## src/design/szsm_pkg.sv

```systemverilog
// Shared constants and codes of the sparse ZSSD stereo matcher.
package szsm_pkg;

  // Item function codes
  localparam logic [1:0] FUNC_WR_LEFT  = 2'd0;
  localparam logic [1:0] FUNC_WR_RIGHT = 2'd1;
  localparam logic [1:0] FUNC_MATCH    = 2'd2;
  localparam logic [1:0] FUNC_UNUSED   = 2'd3;

  // Result status codes
  localparam logic [2:0] STAT_OK       = 3'd0;
  localparam logic [2:0] STAT_INACTIVE = 3'd1;
  localparam logic [2:0] STAT_BORDER   = 3'd2;
  localparam logic [2:0] STAT_EMPTY    = 3'd3;
  localparam logic [2:0] STAT_REJECT   = 3'd4;

  // Configuration register indexes
  localparam logic [2:0] CFG_DISP_MIN    = 3'd0;
  localparam logic [2:0] CFG_DISP_MAX    = 3'd1;
  localparam logic [2:0] CFG_MASK_WIDTH  = 3'd2;
  localparam logic [2:0] CFG_MASK_HEIGHT = 3'd3;
  localparam logic [2:0] CFG_CHECK_VAR   = 3'd4;
  localparam logic [2:0] CFG_MIN_VAR     = 3'd5;
  localparam logic [2:0] CFG_MAX_ZSSD    = 3'd6;
  localparam logic [2:0] CFG_MAX_SSD     = 3'd7;

  // Field and datapath widths
  localparam int POS_W      = 11;
  localparam int PIX_W      = 8;
  localparam int DQ_W       = 13;
  localparam int ST_W       = 3;
  localparam int CFG_IDX_W  = 3;
  localparam int CFG_DATA_W = 24;
  localparam int N_W        = 8;   // pixels in window, up to 225
  localparam int SUM_W      = 16;  // window sum of luminance
  localparam int SS_W       = 24;  // window sum of squares
  localparam int Z_W        = 32;  // N-scaled scores
  localparam int THZ_W      = 40;
  localparam int DIV_W      = 40;
  localparam int QUO_W      = 4;

endpackage

```

## src/design/szsm_div.sv

```systemverilog
// Restoring divider for the sub-pixel step: small quotient, one bit a cycle.
module szsm_div (
  input  logic                        clk_i,
  input  logic                        rst_ni,
  input  logic                        start_i,
  input  logic [szsm_pkg::DIV_W-1:0]  num_i,
  input  logic [szsm_pkg::DIV_W-1:0]  den_i,
  output logic                        done_o,
  output logic [szsm_pkg::QUO_W-1:0]  quo_o
);

  localparam int BW = $clog2(szsm_pkg::QUO_W);

  logic                        busy_q;
  logic                        done_q;
  logic [BW-1:0]               bit_q;
  logic [szsm_pkg::DIV_W-1:0]  rem_q;
  logic [szsm_pkg::DIV_W-1:0]  dv_q;
  logic [szsm_pkg::QUO_W-1:0]  quo_q;
  logic [szsm_pkg::DIV_W-1:0]  shifted;

  assign shifted = dv_q << bit_q;

  // Compare and subtract one quotient bit per cycle, top bit first
  always_ff @(posedge clk_i or negedge rst_ni) begin
    if (!rst_ni) begin
      busy_q <= 1'b0;
      done_q <= 1'b0;
      bit_q  <= '0;
      rem_q  <= '0;
      dv_q   <= '0;
      quo_q  <= '0;
    end else if (start_i) begin
      busy_q <= 1'b1;
      done_q <= 1'b0;
      bit_q  <= BW'(szsm_pkg::QUO_W - 1);
      rem_q  <= num_i;
      dv_q   <= den_i;
      quo_q  <= '0;
    end else if (busy_q) begin
      if (rem_q >= shifted) begin
        rem_q        <= rem_q - shifted;
        quo_q[bit_q] <= 1'b1;
      end
      if (bit_q == '0) begin
        busy_q <= 1'b0;
        done_q <= 1'b1;
      end else begin
        bit_q <= bit_q - 1'b1;
      end
    end else begin
      done_q <= 1'b0;
    end
  end

  assign done_o = done_q;
  assign quo_o  = quo_q;

endmodule

```

## config.mk

```make
export PLATFORM = sky130hd
export DESIGN_NAME = szsm_div
export DESIGN_NICKNAME = d
export VERILOG_FILES = /design/src/design/szsm_pkg.sv /design/src/design/szsm_div.sv
export SDC_FILE = /design/constraint.sdc
export NUM_CORES = 1
export LEC_CHECK = 0
export ABC_AREA = 1
export BUFFER_PORTS_ARGS = -buffer_cell sky130_fd_sc_hd__buf_2
export CAP_MARGIN = 20
export CORE_MARGIN = 2
export CORE_UTILIZATION = 45
export CTS_CLUSTER_DIAMETER = 30
export DETAILED_ROUTE_END_ITERATION = 7
export SLEW_MARGIN = 15
export SYNTH_ARGS = -nofsm -noshare
export SYNTH_HDL_FRONTEND = slang
export SYNTH_SLANG_ARGS = --single-unit
```

## constraint.sdc

```tcl
create_clock -name clk_i -period 3.2 [get_ports clk_i]
set_clock_uncertainty 0.05 [all_clocks]
set_input_delay 0.32 -clock clk_i [delete_from_list [all_inputs] [get_ports clk_i]]
set_output_delay 0.32 -clock clk_i [all_outputs]
set_load 0.02 [all_outputs]
```

==> metrics.txt, run 1 <==
FMAX 327 MHz; DRT antenna net count 0; RSZ-0062 raised after global routing yes; placed insts 1572; remaining global-route overflow 0; DR vias/cell 4.94; overall routing resource usage 25.8%; CP Launch Type flop; Crit Path Max Fanout 16; Rel. slew slack 44.9%; metal1 wirelength 12.2 mm; Die Area 18300 um2; effective utilization at floorplan 46.4%; nets 1507; H-tree depth 3; CP Capture Type flop; Synth-to-Final Area Change 19.1%; first-pass GRT wire length 36.5 mm; fin crit share 95.6%; commonest non-fill, non-tap cell in the layout nand2_1; Async S/R FF share, synth 100%; Synth Cell Area 7750 um2; crit-path cells clkbuf_16 > nand2_1 > o21ai_1 > mux2i_1 > ha_1 > a21oi_1 > o21ai_0 > nand2_1 > nand3_1 > a21oi_1 > nand3_2 > nand2_8 > clkbuf_16 > nor2_2 > nand2_1 > nand2_1; Root Driver clkbuf_16; Row Count 47; worst-case clock buffer depth 2; DPL Wire Length 18.0 mm; Worst-Margin Slew 0.827 ns; outcome complete, but fails checks; layout cells sized above 1 14.7%; DR vias 7916; min Tclk post-route 3.06 ns; Synth Area per Inst 6.04 um2; core area 16700 um2; Sink Count 88; Inserted Diodes 0; ys flop type dfrtp_1; total iterations of the first detailed-routing run 5; drt wl/cell 15.1 um; failing checks negative hold slack; wire length on met2 10.2 mm; post-synthesis sequential area ratio 28.4%; I/O pin cnt 88; initial antenna violation count 0; port bufs 87; HP Class in -> async; CP arrival 3.26 ns; CTS Buf Count 9; number of global-route vias before repair 7008; DRC Markers 0; total wire length 24.3 mm; Clock Latency Late Sink 0.36 ns; Placer Congestion 0.984; Hold WS -0.0186 ns; max-slew violation count 0; cell with the largest stage delay on the worst path dfrtp_2; flops & latches, synth 88; 1st-iter DRT viols 449; DP Area 8510 um2; DIE WIDTH 135 um; Max Cap Viol 0; largest net degree at the start of global routing 113; final setup vio count 0; Mapped Nets 1412; CP max stage delay 0.51 ns; Layout Cells excl Fill 1604; Synth Warn # 0; Mapped Cells 1284; critical path class reg -> reg; CTS tree done; Clock transition at path regs 0.08 ns; Fin. Hold Viols 5; Critical Path RT 3.40 ns; most frequent cells in the layout 501 x nand2_1, 192 x inv_1, 109 x o21ai_0; DR top layer met4; fin util 55.3%; Buf/Inv on CP 2; Post-synth EDFFs 0; Worst path top cell family by delay simple AND/OR/NAND/NOR gates; Die Y 135 um; synth unique cells 36; Top cell by count, worst path nand2_1; fillers 1775; Non-Filler Cell Area, Final 9230 um2; Detail Route met3 WL 1.39 mm
## kinds of logic after synthesis
kind of cell / share of synthesized area, %
XOR/XNOR: 1.47
multiplexers: 2.20
adder cells (fa/ha/maj): 7.36
buffers and inverters: 11.9
AO/OA/AOI/OAI: 12.9
AND/OR/NAND/NOR: 35.7
flip-flops: 28.4
## metrics by stage
stage	setup slack (ns)	TNS, ns
after floorplan	0.281	0
after global placement	0.154	0
after detailed placement	0.126	0
after CTS	0.119	0
after global routing	-0.0483	-1.08
final	0.142	0
## final cells by class
type	instances	area, um2	area share (%)
clock buffer	13	260	2.82
timing repair buffer	125	906	9.81
inverter	198	751	8.13
tap	220	275	2.98
multi-input combinational	957	4790	51.9
clock inverter	3	47.5	0.515
sequential	88	2200	23.9
## path summary, 6_finish.rpt
path,depth (start not counted),slack (ns),start,endpoint
hold reg to reg,2,0.44,rem_q[23]$_DFFE_PN0P_,rem_q[23]$_DFFE_PN0P_
setup / recovery,16,0.14,bit_q[0]$_DFFE_PN0P_,rem_q[36]$_DFFE_PN0P_
setup reg to reg,16,0.14,bit_q[0]$_DFFE_PN0P_,rem_q[36]$_DFFE_PN0P_
min in group clk_i,3,0.11,den_i[1],dv_q[1]$_DFFE_PN0P_
max in group asynchronous,2,2.45,rst_ni,dv_q[38]$_DFFE_PN0P_
hold / removal,1,-0.02,rst_ni,rem_q[9]$_DFFE_PN0P_
## what timing repair did
action | in CTS | in global routing
gates resized for setup | 0 | 67
setup buffers | 0 | 9
setup endpoints to repair | 0 | 44
hold buffers | 0 | 0
## Yosys cell counts, drive strengths merged (2+ instances only)
cell | instances | area share, %
nand2 | 515 | 25
inv | 197 | 9.6
o21ai | 148 | 9.6
nor2 | 90 | 4.8
dfrtp | 88 | 28
nand3 | 56 | 3.7
ha | 44 | 7.1
a21oi | 36 | 2.3
clkbuf | 24 | 1.2
buf | 17 | 1.2
mux2i | 17 | 2.2
xor2 | 12 | 1.4
nor3 | 9 | 0.58
or2 | 6 | 0.48
o21bai | 5 | 0.48
nand4 | 4 | 0.32
and2 | 3 | 0.24
nand3b | 3 | 0.29
a21o | 2 | 0.19
o21a | 2 | 0.19
## layer usage
metal	vias to the layer above	GRT usage, %
li1	4181	-
met3	28	3.29
met4	0	6.02
met5	-	0
met2	205	37.5
met1	3502	40.5
## registers in the layout, indices dropped and copies added, names as in the netlist
signal / cells
rem_q: 40
done_o: 1
bit_q: 2
busy_q: 1
quo_o: 4
dv_q: 40
Power of run 1 is left out: the tool's default activity adds up to more than one toggle a clock period on the data nets, which glitch-free logic cannot reach.
==> inputs of run 2 (changes only) <==
- PLACE_DENSITY: unset -> 0.66
- clock period: 3.2 -> 2.5 ns (I/O delays scaled with it)
==> run 2 against run 1 <==
  * The run ends with design-rule violations, negative setup slack left
  * Critical path depth unchanged
  * First-iteration DRC count is 7.8% higher
  * Cell count up 8.9%
  * Sequential share of layout area is 2.5 points lower
  * Via count up 6.6%
  * Register-to-register slack worse by 0.55 ns
  * Sequential cell count stayed put
  * Cell area is 12% higher
  * Die area did not move
  * Hold slack gained 0.063 ns
  * Non-clock buffer count rose by 142
==> metrics.txt, run 2 (synthesis results as in run 1) <==
total wire length 23.6 mm; Worst R2R Path Depth 16; critical path class reg -> reg; nets 1649; r2r setup slk -0.41 ns; CP Capture Type flop; largest net degree at the start of global routing 50; outcome complete, but fails checks; CP Launch Type flop; DPL Wire Length 18.6 mm; Critical Path RT 2.74 ns; DRT antenna net count 0; worst reg2reg endpoint quo_o[1]$_DFFE_PN0P_; fin util 61.8%; r2r startpoint bit_q[0]$_DFFE_PN0P_; pre-CTS setup slack -0.500 ns; failing checks design-rule violations, negative setup slack; Worst Hold Launch den_i[29]; max-slew violation count 0; initial antenna violation count 0; Die Y 135 um; fin crit share 116%; FMAX 344 MHz; H-tree depth 3; DR vias 8439; DP Area 9650 um2; placed insts 1714; final setup vio count 44; Clock Latency Late Sink 0.36 ns; Clock transition at path regs 0.07 ns; Crit Path Max Fanout 45; fillers 1625; 1st-iter DRT viols 484; total iterations of the first detailed-routing run 8; Fin. Hold Viols 0; layout cells sized above 1 24.4%; Non-Filler Cell Area, Final 10300 um2; number of global-route vias before repair 7750; Placer Congestion 0.956; drt wl/cell 13.5 um; Rel. slew slack 63.1%; DR vias/cell 4.83; CTS tree done; Worst-Margin Slew 0.553 ns; Row Count 47; CP arrival 3.14 ns; worst hold endpoint dv_q[29]$_DFFE_PN0P_; first-pass GRT wire length 38.2 mm; RSZ-0062 raised after global routing yes; overall routing resource usage 26.8%; final setup margin -0.406 ns; Die Area 18300 um2; worst-case clock buffer depth 2; Inserted Diodes 0; port bufs 87; remaining global-route overflow 0; min Tclk post-route 2.91 ns; Max Cap Viol 0; commonest non-fill, non-tap cell in the layout nand2_1; HP Class in -> reg; most frequent cells in the layout 494 x nand2_1, 192 x inv_1, 170 x buf_4; effective utilization at floorplan 46.4%; Layout Cells excl Fill 1746; CTS Buf Count 9; Root Driver clkbuf_16; core area 16700 um2; worst hold stages 3; I/O pin cnt 88; DIE WIDTH 135 um; Sink Count 88; Synth-to-Final Area Change 33.2%; DRC Markers 1
[run 2: cell types whose count changed in the layout (fill, tap and decap cells not counted), moves of 9 or more]
cell,before,now
buf_4,26,170
o21ai_0,109,81
o21ai_1,39,64
nor2_1,73,63
nor2_2,13,22
[run 2: worst max-delay path, stage by stage, from the launching register on]
cell and delay (ns):
dfrtp_2 0.47, buf_12 0.18, buf_6 0.15, nand2_1 0.05, o21ai_1 0.07, mux2i_1 0.29
ha_1 0.34, a21oi_2 0.18, o21ai_1 0.11, nand2_1 0.07, nand3_1 0.10, a21oi_2 0.13
nand3_2 0.09, nand2_4 0.14, buf_12 0.22, nand2_1 0.08, o21ai_1 0.07
[run 2: final cells by class]
cell class,count,area [um2],area share (%)
repair buffers,267,1930,18.7
inverters,198,748,7.25
flip-flops and latches,88,2200,21.3
clock buffers,10,239,2.32
multi-input cells,957,4880,47.3
clock inverters,6,48.8,0.473
well taps,220,275,2.67
[run 2: worst max-delay path by stage]
stage / slack, ns / from / end
finish: -0.41 / bit_q[0]$_DFFE_PN0P_ / quo_o[1]$_DFFE_PN0P_
global route: -0.61 / bit_q[0]$_DFFE_PN0P_ / rem_q[29]$_DFFE_PN0P_
CTS: -0.37 / bit_q[0]$_DFFE_PN0P_ / rem_q[29]$_DFFE_PN0P_
detailed placement: -0.50 / bit_q[0]$_DFFE_PN0P_ / rem_q[39]$_DFFE_PN0P_
global placement: -0.54 / bit_q[0]$_DFFE_PN0P_ / rem_q[39]$_DFFE_PN0P_
floorplan: -0.09 / bit_q[0]$_DFFE_PN0P_ / rem_q[11]$_DFFE_PN0P_
[run 2: what timing repair did]
action / 4_1_cts / 5_1_grt
endpoints found under the setup margin: 44 / 44
cloned: 1 / 1
resized for setup: 38 / 51
hold endpoints to repair: 39 / 0
setup buffers: 10 / 3
pin swaps: 10 / 4
hold buffers: 1 / 0
[run 2: per-layer routing]
layer / vias to the layer above / track usage (%) / routed length [um]
li1: 4453 / - / -
met1: 3758 / 39.6 / 11800
met2: 202 / 41.2 / 10100
met3: 26 / 3.52 / 1310
met4: 0 / 7.06 / 418
met5: - / 0 / 0
[run 2: per-stage QoR]
stage,TNS [ns],hold WS (ns)
floorplan,-3.69,-0.0956
global placement,-20.49,0.221
detailed placement,-20.45,0.231
CTS,-15.16,0.0387
global route,-24.36,0.0537
finish,-16.69,0.0446
Power of run 2 is left out for the same reason.
